**config.mk**
```make
export PLATFORM = sky130hd
export DESIGN_NAME = hash_counter_keystream_xor_flat
export DESIGN_NICKNAME = d
export VERILOG_FILES = /design/src/rtl/core/hckx_pkg.sv /design/src/rtl/core/hckx_if.sv /design/src/rtl/core/hckx_front.sv /design/src/rtl/core/hckx_queue.sv /design/src/rtl/core/hckx_back.sv /design/src/rtl/core/hash_counter_keystream_xor.sv /design/src/flat_wrapper.sv
export SDC_FILE = /design/constraint.sdc
export NUM_CORES = 2
export LEC_CHECK = 0
export ABC_AREA = 1
export BUFFER_PORTS_ARGS = -buffer_cell sky130_fd_sc_hd__buf_4
export CAP_MARGIN = 20
export CORE_ASPECT_RATIO = 1.2
export CORE_MARGIN = 5
export CORE_UTILIZATION = 30
export DETAILED_ROUTE_END_ITERATION = 10
export PLACE_DENSITY = 0.46
export SETUP_SLACK_MARGIN = 0.3
export SLEW_MARGIN = 5
export SYNTH_ARGS = -nofsm -noshare
export SYNTH_HDL_FRONTEND = slang
export SYNTH_SLANG_ARGS = --single-unit
```
**constraint.sdc**
```tcl
create_clock -name clk -period 37.3 [get_ports clk]
set_input_delay 9.325 -clock clk [delete_from_list [all_inputs] [get_ports clk]]
set_output_delay 9.325 -clock clk [all_outputs]
set_load 0.1 [all_outputs]
```
**src/rtl/core/hckx_pkg.sv**
```systemverilog
// Package for the SHA-256 counter-mode keystream cipher.
// Holds the round constants, initial hash values, register indexes and helpers.
// Used by every module in rtl/core.
`default_nettype none
package hckx_pkg;
	localparam int unsigned CfgIdxW = 3;
	localparam int unsigned CfgDataW = 64;
	localparam int unsigned QueueDepth = 4;

	localparam logic [CfgIdxW-1:0] REG_KEY0 = 3'd0;
	localparam logic [CfgIdxW-1:0] REG_KEY1 = 3'd1;
	localparam logic [CfgIdxW-1:0] REG_KEY2 = 3'd2;
	localparam logic [CfgIdxW-1:0] REG_KEY3 = 3'd3;
	localparam logic [CfgIdxW-1:0] REG_SALT0 = 3'd4;
	localparam logic [CfgIdxW-1:0] REG_SALT1 = 3'd5;

	localparam logic [31:0] PAD_WORD = 32'h8000_0000;
	localparam logic [31:0] MSG_BITS = 32'd416;

	typedef struct packed {
		logic [7:0] data;
		logic       last;
		logic       new_block;
	} front_item_t;

	localparam logic [31:0] INIT_H [8] = '{
		32'h6a09e667, 32'hbb67ae85, 32'h3c6ef372, 32'ha54ff53a,
		32'h510e527f, 32'h9b05688c, 32'h1f83d9ab, 32'h5be0cd19};

	localparam logic [31:0] ROUND_K [64] = '{
		32'h428a2f98, 32'h71374491, 32'hb5c0fbcf, 32'he9b5dba5, 32'h3956c25b, 32'h59f111f1,
		32'h923f82a4, 32'hab1c5ed5, 32'hd807aa98, 32'h12835b01, 32'h243185be, 32'h550c7dc3,
		32'h72be5d74, 32'h80deb1fe, 32'h9bdc06a7, 32'hc19bf174, 32'he49b69c1, 32'hefbe4786,
		32'h0fc19dc6, 32'h240ca1cc, 32'h2de92c6f, 32'h4a7484aa, 32'h5cb0a9dc, 32'h76f988da,
		32'h983e5152, 32'ha831c66d, 32'hb00327c8, 32'hbf597fc7, 32'hc6e00bf3, 32'hd5a79147,
		32'h06ca6351, 32'h14292967, 32'h27b70a85, 32'h2e1b2138, 32'h4d2c6dfc, 32'h53380d13,
		32'h650a7354, 32'h766a0abb, 32'h81c2c92e, 32'h92722c85, 32'ha2bfe8a1, 32'ha81a664b,
		32'hc24b8b70, 32'hc76c51a3, 32'hd192e819, 32'hd6990624, 32'hf40e3585, 32'h106aa070,
		32'h19a4c116, 32'h1e376c08, 32'h2748774c, 32'h34b0bcb5, 32'h391c0cb3, 32'h4ed8aa4a,
		32'h5b9cca4f, 32'h682e6ff3, 32'h748f82ee, 32'h78a5636f, 32'h84c87814, 32'h8cc70208,
		32'h90befffa, 32'ha4506ceb, 32'hbef9a3f7, 32'hc67178f2};

	function automatic logic [31:0] rotr(input logic [31:0] x, input int unsigned n);
		rotr = (x >> n) | (x << (32 - n));
	endfunction
endpackage
`default_nettype wire

```
**src/rtl/core/hckx_if.sv**
```systemverilog
// Valid/ready channel interfaces for data items and register writes.
// Depends on nothing.
`default_nettype none
interface hckx_byte_if;
	logic       valid;
	logic       ready;
	logic [7:0] data_byte;
	logic       end_of_message;
	modport source(output valid, data_byte, end_of_message, input ready);
	modport sink(input valid, data_byte, end_of_message, output ready);
endinterface

interface hckx_out_if;
	logic       valid;
	logic       ready;
	logic [7:0] out_byte;
	logic       out_last;
	modport source(output valid, out_byte, out_last, input ready);
	modport sink(input valid, out_byte, out_last, output ready);
endinterface

interface hckx_cfg_if;
	logic        valid;
	logic        ready;
	logic [2:0]  index;
	logic [63:0] data;
	modport source(output valid, index, data, input ready);
	modport sink(input valid, index, data, output ready);
endinterface
`default_nettype wire

```
**src/rtl/core/hckx_front.sv**
```systemverilog
// Front part: accepts bytes, tracks the byte offset and marks block starts.
// Depends on hckx_pkg.
`default_nettype none
module hckx_front
	import hckx_pkg::*;
(
	input  wire logic  clk,
	input  wire logic  arst_n,
	hckx_byte_if.sink  in_ch,
	output front_item_t item,
	output logic       item_valid,
	input  wire logic  item_ready
);
	logic [4:0] offset_q;

	assign in_ch.ready = item_ready;
	assign item_valid = in_ch.valid;
	assign item.data = in_ch.data_byte;
	assign item.last = in_ch.end_of_message;
	assign item.new_block = (offset_q == 5'd0);

	always_ff @(posedge clk or negedge arst_n) begin
		if (!arst_n) begin
			offset_q <= '0;
		end else if (in_ch.valid && item_ready) begin
			offset_q <= in_ch.end_of_message ? 5'd0 : offset_q + 5'd1;
		end
	end
endmodule
`default_nettype wire

```
**src/rtl/core/hckx_queue.sv**
```systemverilog
// Short item queue between the front and the back part.
// Depends on hckx_pkg.
`default_nettype none
module hckx_queue
	import hckx_pkg::*;
#(
	parameter int unsigned Depth = QueueDepth
) (
	input  wire logic   clk,
	input  wire logic   arst_n,
	input  wire front_item_t wr_item,
	input  wire logic   wr_valid,
	output logic        wr_ready,
	output front_item_t rd_item,
	output logic        rd_valid,
	input  wire logic   rd_ready
);
	localparam int unsigned AW = (Depth > 1) ? $clog2(Depth) : 1;
	front_item_t        mem_q [Depth];
	logic [AW-1:0]      wp_q, rp_q;
	logic [AW:0]        cnt_q;
	logic               push, pop;

	assign wr_ready = (cnt_q != (AW+1)'(Depth));
	assign rd_valid = (cnt_q != '0);
	assign rd_item = mem_q[rp_q];
	assign push = wr_valid && wr_ready;
	assign pop = rd_valid && rd_ready;

	always_ff @(posedge clk) begin
		if (push) begin
			mem_q[wp_q] <= wr_item;
		end
	end

	always_ff @(posedge clk or negedge arst_n) begin
		if (!arst_n) begin
			wp_q <= '0;
			rp_q <= '0;
			cnt_q <= '0;
		end else begin
			if (push) begin
				wp_q <= (wp_q == AW'(Depth - 1)) ? '0 : wp_q + AW'(1);
			end
			if (pop) begin
				rp_q <= (rp_q == AW'(Depth - 1)) ? '0 : rp_q + AW'(1);
			end
			cnt_q <= cnt_q + (AW+1)'(push) - (AW+1)'(pop);
		end
	end
endmodule
`default_nettype wire

```
**src/rtl/core/hckx_back.sv**
```systemverilog
// Back part: one SHA-256 round per cycle per keystream block, then XOR and output.
// Depends on hckx_pkg and the channel interfaces.
`default_nettype none
module hckx_back
	import hckx_pkg::*;
(
	input  wire logic   clk,
	input  wire logic   arst_n,
	input  wire logic [255:0] key,
	input  wire logic [127:0] salt,
	input  wire front_item_t q_item,
	input  wire logic   q_valid,
	output logic        q_ready,
	hckx_out_if.source  out_ch
);
	typedef enum logic [2:0] {
		ST_IDLE = 3'b001,
		ST_HASH = 3'b010,
		ST_FIN  = 3'b100
	} state_t;

	state_t       state_q;
	logic [5:0]   round_q;
	logic [31:0]  counter_q;
	logic [4:0]   off_q;
	logic [31:0]  w_q [16];
	logic [31:0]  v_q [8];
	logic [255:0] ks_q;
	logic         out_valid_q;
	logic [7:0]   out_byte_q;
	logic         out_last_q;

	logic         out_free, take;
	logic [31:0]  wr, s0w, s1w, t1, t2, e, a;
	logic [7:0]   kbyte;

	assign out_free = !out_valid_q || out_ch.ready;
	assign take = (state_q == ST_IDLE) && q_valid && !q_item.new_block && out_free;
	assign q_ready = take;

	always_comb begin
		s0w = rotr(w_q[1], 7) ^ rotr(w_q[1], 18) ^ (w_q[1] >> 3);
		s1w = rotr(w_q[14], 17) ^ rotr(w_q[14], 19) ^ (w_q[14] >> 10);
		wr = (round_q < 6'd16) ? w_q[0] : w_q[0] + s0w + w_q[9] + s1w;
		e = v_q[4];
		a = v_q[0];
		t1 = v_q[7] + (rotr(e, 6) ^ rotr(e, 11) ^ rotr(e, 25)) + ((e & v_q[5]) ^ (~e & v_q[6]))
			+ ROUND_K[round_q] + wr;
		t2 = (rotr(a, 2) ^ rotr(a, 13) ^ rotr(a, 22)) + ((a & v_q[1]) ^ (a & v_q[2]) ^ (v_q[1] & v_q[2]));
		kbyte = ks_q[255 - 8*off_q -: 8];
	end

	// The schedule window shifts every round so word r always sits at index 0.
	always_ff @(posedge clk) begin
		if (state_q == ST_IDLE && q_valid && q_item.new_block) begin
			for (int i = 0; i < 8; i++) begin
				w_q[i] <= key[255 - 32*i -: 32];
				v_q[i] <= INIT_H[i];
			end
			for (int i = 0; i < 4; i++) begin
				w_q[8+i] <= salt[127 - 32*i -: 32];
			end
			w_q[12] <= counter_q;
			w_q[13] <= PAD_WORD;
			w_q[14] <= '0;
			w_q[15] <= MSG_BITS;
		end else if (state_q == ST_HASH) begin
			for (int i = 0; i < 15; i++) begin
				w_q[i] <= w_q[i+1];
			end
			w_q[15] <= wr;
			v_q[0] <= t1 + t2;
			v_q[1] <= v_q[0];
			v_q[2] <= v_q[1];
			v_q[3] <= v_q[2];
			v_q[4] <= v_q[3] + t1;
			v_q[5] <= v_q[4];
			v_q[6] <= v_q[5];
			v_q[7] <= v_q[6];
		end else if (state_q == ST_FIN) begin
			for (int i = 0; i < 8; i++) begin
				ks_q[255 - 32*i -: 32] <= INIT_H[i] + v_q[i];
			end
		end
		if (take) begin
			out_byte_q <= q_item.data ^ kbyte;
			out_last_q <= q_item.last;
		end
	end

	always_ff @(posedge clk or negedge arst_n) begin
		if (!arst_n) begin
			state_q <= ST_IDLE;
			round_q <= '0;
			counter_q <= '0;
			off_q <= '0;
			out_valid_q <= 1'b0;
		end else begin
			case (state_q)
				ST_IDLE: begin
					if (q_valid && q_item.new_block) begin
						state_q <= ST_HASH;
						round_q <= '0;
					end
				end
				ST_HASH: begin
					round_q <= round_q + 6'd1;
					if (round_q == 6'd63) begin
						state_q <= ST_FIN;
					end
				end
				ST_FIN: begin
					state_q <= ST_IDLE;
				end
				default: state_q <= ST_IDLE;
			endcase
			if (take) begin
				out_valid_q <= 1'b1;
				if (q_item.last) begin
					off_q <= '0;
					counter_q <= '0;
				end else begin
					off_q <= off_q + 5'd1;
					if (off_q == 5'd31) begin
						counter_q <= counter_q + 32'd1;
					end
				end
			end else if (out_ch.ready) begin
				out_valid_q <= 1'b0;
			end
		end
	end

	// The block-start mark of the head item is cleared in the top level once hashing starts.
	assign out_ch.valid = out_valid_q;
	assign out_ch.out_byte = out_byte_q;
	assign out_ch.out_last = out_last_q;

	property p_take_idle;
		@(posedge clk) disable iff (!arst_n) take |-> state_q == ST_IDLE;
	endproperty
	assert property (p_take_idle) else $error("item taken during hashing");
	assert property (@(posedge clk) disable iff (!arst_n)
		state_q == ST_FIN |-> $past(round_q) == 6'd63) else $error("short compression");
	assert property (@(posedge clk) disable iff (!arst_n)
		out_valid_q && !out_ch.ready |=> out_valid_q) else $error("result dropped");
endmodule
`default_nettype wire

```
**src/rtl/core/hash_counter_keystream_xor.sv**
```systemverilog
// Top level of the SHA-256 counter-mode keystream cipher.
// Depends on hckx_pkg, the channel interfaces, hckx_front, hckx_queue and hckx_back.
// Each byte is XORed with the next byte of SHA-256(key | salt | counter). The first byte of
// each 32-byte block waits for one compression at one round per cycle; the other 31 bytes
// need no compression. The key and salt are sampled when a block starts hashing; write
// them only while the block is idle.
`default_nettype none
module hash_counter_keystream_xor
	import hckx_pkg::*;
#(
	parameter int unsigned QDepth = QueueDepth
) (
	input wire logic   clk,
	input wire logic   arst_n,
	hckx_byte_if.sink  in_ch,
	hckx_out_if.source out_ch,
	hckx_cfg_if.sink   cfg
);
	logic [255:0] key_q;
	logic [127:0] salt_q;
	front_item_t  f_item, q_item, q_item_fix;
	logic         f_valid, f_ready, q_valid, q_ready;
	logic         started_q;

	assign cfg.ready = 1'b1;

	always_ff @(posedge clk or negedge arst_n) begin
		if (!arst_n) begin
			key_q <= '0;
			salt_q <= '0;
		end else if (cfg.valid) begin
			case (cfg.index)
				REG_KEY0: key_q[255:192] <= cfg.data;
				REG_KEY1: key_q[191:128] <= cfg.data;
				REG_KEY2: key_q[127:64] <= cfg.data;
				REG_KEY3: key_q[63:0] <= cfg.data;
				REG_SALT0: salt_q[127:64] <= cfg.data;
				REG_SALT1: salt_q[63:0] <= cfg.data;
				default: ;
			endcase
		end
	end

	// The block-start mark is dropped once its compression has begun.
	always_ff @(posedge clk or negedge arst_n) begin
		if (!arst_n) begin
			started_q <= 1'b0;
		end else if (q_valid && q_ready) begin
			started_q <= 1'b0;
		end else if (q_valid && q_item.new_block) begin
			started_q <= 1'b1;
		end
	end

	always_comb begin
		q_item_fix = q_item;
		q_item_fix.new_block = q_item.new_block && !started_q;
	end

	hckx_front u_front (
		.clk, .arst_n, .in_ch,
		.item(f_item), .item_valid(f_valid), .item_ready(f_ready));

	hckx_queue #(.Depth(QDepth)) u_queue (
		.clk, .arst_n,
		.wr_item(f_item), .wr_valid(f_valid), .wr_ready(f_ready),
		.rd_item(q_item), .rd_valid(q_valid), .rd_ready(q_ready));

	hckx_back u_back (
		.clk, .arst_n, .key(key_q), .salt(salt_q),
		.q_item(q_item_fix), .q_valid(q_valid), .q_ready(q_ready), .out_ch);
endmodule
`default_nettype wire

```
**src/flat_wrapper.sv**
```systemverilog
// flat-port wrapper written by rule: the top's interface ports become plain ports
module hash_counter_keystream_xor_flat import hckx_pkg::*;
#(
	parameter int unsigned QDepth = QueueDepth
)
  (clk, arst_n, in_ch_valid, in_ch_data_byte, in_ch_end_of_message, in_ch_ready, out_ch_valid, out_ch_out_byte, out_ch_out_last, out_ch_ready, cfg_valid, cfg_index, cfg_data, cfg_ready);
  hckx_byte_if in_ch_i ();
  hckx_out_if out_ch_i ();
  hckx_cfg_if cfg_i ();
  input wire logic clk;
  input wire logic arst_n;
  input wire logic [$bits(in_ch_i.valid)-1:0] in_ch_valid;
  input wire logic [$bits(in_ch_i.data_byte)-1:0] in_ch_data_byte;
  input wire logic [$bits(in_ch_i.end_of_message)-1:0] in_ch_end_of_message;
  output wire logic [$bits(in_ch_i.ready)-1:0] in_ch_ready;
  output wire logic [$bits(out_ch_i.valid)-1:0] out_ch_valid;
  output wire logic [$bits(out_ch_i.out_byte)-1:0] out_ch_out_byte;
  output wire logic [$bits(out_ch_i.out_last)-1:0] out_ch_out_last;
  input wire logic [$bits(out_ch_i.ready)-1:0] out_ch_ready;
  input wire logic [$bits(cfg_i.valid)-1:0] cfg_valid;
  input wire logic [$bits(cfg_i.index)-1:0] cfg_index;
  input wire logic [$bits(cfg_i.data)-1:0] cfg_data;
  output wire logic [$bits(cfg_i.ready)-1:0] cfg_ready;
  assign in_ch_i.valid = in_ch_valid;
  assign in_ch_i.data_byte = in_ch_data_byte;
  assign in_ch_i.end_of_message = in_ch_end_of_message;
  assign in_ch_ready = in_ch_i.ready;
  assign out_ch_valid = out_ch_i.valid;
  assign out_ch_out_byte = out_ch_i.out_byte;
  assign out_ch_out_last = out_ch_i.out_last;
  assign out_ch_i.ready = out_ch_ready;
  assign cfg_i.valid = cfg_valid;
  assign cfg_i.index = cfg_index;
  assign cfg_i.data = cfg_data;
  assign cfg_ready = cfg_i.ready;
  hash_counter_keystream_xor #(.QDepth(QDepth)) u_core (.clk(clk), .arst_n(arst_n), .in_ch(in_ch_i), .out_ch(out_ch_i), .cfg(cfg_i));
endmodule
```
==> flow_metrics.tcl <==
set metrics [dict create \
    crit_buf_inv 4 \
    synth.cell_area_um2 82100 \
    synth_cells 8935 \
    grt_use_met1_pct 25.4 \
    holdBufCountCts 0 \
    status "finished clean" \
    synth_edf_count 1073 \
    start_util_pct 30.1 \
    whs_ps 481 \
    synth_area_leaders "edfxtp_1 (39%), dfrtp_1 (13%), nand2_1 (11%)" \
    num_rows 210 \
    drv_slew 0 \
    clockRootBuffer "clkbuf_16" \
    critical_path_class "input port to async pin" \
    ioPinCount 93 \
    cts_tree "built" \
    core_area_um2 273000 \
    antenna_found_initial 6 \
    finalHoldViolations 0 \
    yosys.area.top_type "edfxtp_1" \
    detail-route-antenna-nets 0 \
    portBuffers 91 \
    multi_input_area_um2 33300 \
    arrival_ps 12080 \
    tritoncts.num_buffers 181 \
    synth-seq-cells 1517 \
    vias_per_cell 4.90 \
    met2_usage_pct 35.1 \
    clkLatencyLatePin_ps 890 \
    drive_gt1_share_pct 6.23 \
    regArea_um2 43300 \
    first_global_vias 61400 \
    routed_wl_um 293000 \
    rsz0062_at_grt "no" \
    ys_seq_area_share_pct 52.8 \
    cp.required_ps 38140 \
    finalClockSkew_ps 96.8 \
    syn_to_final_growth_pct 12.4 \
    hold_class "register to register" \
    gp_congestion 0.930 \
    cts-htree-levels 4 \
    finalCriticalPeriod_ps 11250 \
    syn-num-nets 9369 \
    fin_nets 9335 \
    top_usage_layer "met2" \
    fin_crit_sh_pct 30.2 \
    syn_area_per_cell_um2 9.19 \
    cp_top_family "buffers and inverters" \
    postPlaceCellArea_um2 86500 \
    grt_usage_pct 20.2 \
    die_h_um 583 \
    cpPeakStageDelay_ps 810 \
    grt.overflow.total 0 \
    cts-resized-gates 0 \
    wire_per_inst_um 23.2 \
    route.detailed.drc 0 \
    finalSetupViolCount 0 \
    drv_cap 0 \
    die_w_um 488 \
    timing.slew.headroom_pct 17.5 \
    firstDrtPassIters 6 \
    grt_pass1_wl_um 427000 \
    grt_max_degree 179 \
    numClockSinks 1517 \
    num_vias 62000 \
    netlist.area_leader.share_pct 39.2 \
    fmax_mhz 88.9 \
    fin_setup_tns_ps 0 \
    nFillCells 28200 \
    tightest_slew_ps 1220 \
    start_kind "input port" \
    drt_iter0_drc 5487 \
    fp.dieArea_um2 284000 \
    crit_slowest_cell "buf_4" \
    place_hpwl_um 212000 \
    worstSetupEndpointType "async pin" \
    post_cts_buffers 0 \
    ys.flop_type "edfxtp_1" \
    clk_pin_slew_ps 60 \
    ys_warn_count 0 \
    cts_buffer_depth 4 \
    grt_use_met3_pct 2.11 \
    synth_cell_type_count 77 \
    cp_cell_sequence "buf_8 > buf_4 > buf_4 > buf_4" \
    fin_area_um2 92300 \
    cp_common_cell "buf_4" \
    ys_async_sr_fraction_pct 29.3 \
    cp_max_fo 81 \
]
-- cells in the final DEF (no fill, tap or decap), drive strengths merged, types with 5 or more instances in the layout --
cell type | synthesis | routed
o21ai | 944 | 944
and3 | 6 | 6
inv | 1046 | 1050
o21bai | 14 | 14
clkbuf | 294 | 261
nand2 | 2464 | 2464
xor2 | 375 | 375
or2 | 30 | 30
nor3b | 5 | 5
o21a | 13 | 13
a211oi | 8 | 8
clkinv | 4 | 49
clkinvlp | 0 | 9
ha | 164 | 164
a21o | 26 | 26
nor2 | 696 | 696
o311ai | 6 | 6
xnor2 | 158 | 158
a21boi | 8 | 8
o22ai | 62 | 62
edfxtp | 1073 | 1073
dfrtp | 443 | 443
nand4 | 56 | 56
o221ai | 35 | 35
fa | 189 | 189
nor4 | 30 | 30
o211ai | 29 | 29
a21oi | 280 | 280
a31oi | 33 | 33
o31ai | 35 | 35
nand3 | 202 | 202
bufinv | 0 | 9
nor3 | 80 | 80
buf | 92 | 169
-- layer usage --
layer | vias up | share of wire, %
met5 | - | 0
met4 | 0 | 5.2
met3 | 482 | 4.2
met2 | 1719 | 49
met1 | 30600 | 41
li1 | 29200 | -
-- synth_stat cells, types with 5 or more instances --
cell / instances
nand2_1: 2448
edfxtp_1: 1073
inv_1: 1035
o21ai_0: 904
nor2_1: 683
dfrtp_1: 443
xor2_1: 375
clkbuf_1: 293
a21oi_1: 271
nand3_1: 194
fa_1: 189
ha_1: 164
xnor2_1: 158
nor3_1: 73
buf_2: 65
o22ai_1: 61
nand4_1: 54
o221ai_1: 35
a31oi_1: 33
o31ai_1: 33
nor4_1: 30
or2_2: 30
o211ai_1: 28
o21ai_1: 28
a21o_1: 26
buf_4: 17
nand2_2: 15
o21bai_1: 14
o21a_1: 13
o21ai_2: 12
inv_2: 11
nor2_2: 11
a21oi_2: 9
a211oi_1: 8
buf_1: 8
nand3_2: 7
nor3_2: 7
and3_1: 6
nor3b_1: 5
o311ai_0: 5
-- logic make-up (layout without fill, tap and decap cells) --
group / Yosys count / after routing / share of synthesized area, %
AND/OR/NAND/NOR: 3575 / 3575 / 17.4
AO/OA/AOI/OAI: 1518 / 1518 / 10.2
flip-flops: 1517 / 1517 / 52.8
buffers and inverters: 1436 / 1547 / 6.76
XOR/XNOR: 533 / 533 / 5.68
adder cells (fa/ha/maj): 354 / 354 / 7.12
other: 1 / 3 / 0.00457
multiplexers: 1 / 1 / 0.0122
-- stage by stage --
stage / util, % / setup WS, ps / instances
4_1_cts: 33.8 / 25880 / 12700
3_5_place_dp: 31.7 / 24990 / 12300
3_3_place_gp: 31.7 / 25040 / 12300
2_1_floorplan: - / 18520 / 8935
5_1_grt: 33.8 / 25530 / 12700
6_report: 33.8 / 26050 / 12700
-- worst register-to-register path, delay by kind of cell (launching register included) --
family	cells	cell delay, ps
flip-flops	1	610
AO/OA/AOI/OAI	5	1170
buffers and inverters	9	810
adder cells (fa/ha/maj)	9	4150
AND/OR/NAND/NOR	17	2880
XOR/XNOR	4	1030
-- worst paths after layout --
check / from / end / slack [ps] / cells after the start
max in group clk: u_core.u_queue.cnt_q[1] / in_ch_ready / 26120 / 3
max reg2reg: u_core.u_back.w_q[1][213] / u_core.u_back.v_q[0][31] / 26470 / 44
min reg2reg: u_core.salt_q[88] / u_core.salt_q[88] / 480 / 2
min: u_core.salt_q[88] / u_core.salt_q[88] / 480 / 2
min in group asynchronous: arst_n / u_core.key_q[126] / 8420 / 1
max: arst_n / u_core.u_back.round_q[4] / 26050 / 4
-- flip-flops by register name (all words and copies together) (netlist names) --
signal / count
u_core.key_q: 256
u_core.salt_q: 128
u_core.started_q: 1
u_core.u_back.counter_q: 32
u_core.u_back.ks_q: 256
u_core.u_back.off_q: 5
u_core.u_back.out_ch.out_byte: 8
u_core.u_back.out_ch.out_last: 1
u_core.u_back.out_ch.valid: 1
u_core.u_back.round_q: 6
u_core.u_back.state_q: 3
u_core.u_back.v_q: 256
u_core.u_back.w_q: 512
u_core.u_front.offset_q: 5
u_core.u_queue.cnt_q: 3
u_core.u_queue.mem_q: 40
u_core.u_queue.rp_q: 2
u_core.u_queue.wp_q: 2
-- area by class of cell --
cell class              instances  share of cell area (%)
flip-flops and latches       1517                    47.0
inverters                    1050                    4.29
clock inverters                67                   0.701
well taps                    3604                    4.89
diodes                          2                 0.00542
multi-input cells            5982                    36.1
clock buffers                 261                    5.57
repair buffers                169                    1.47
Power is not shown: default switching activity piles up to over one toggle a cycle in this logic, so the estimate is an artifact.
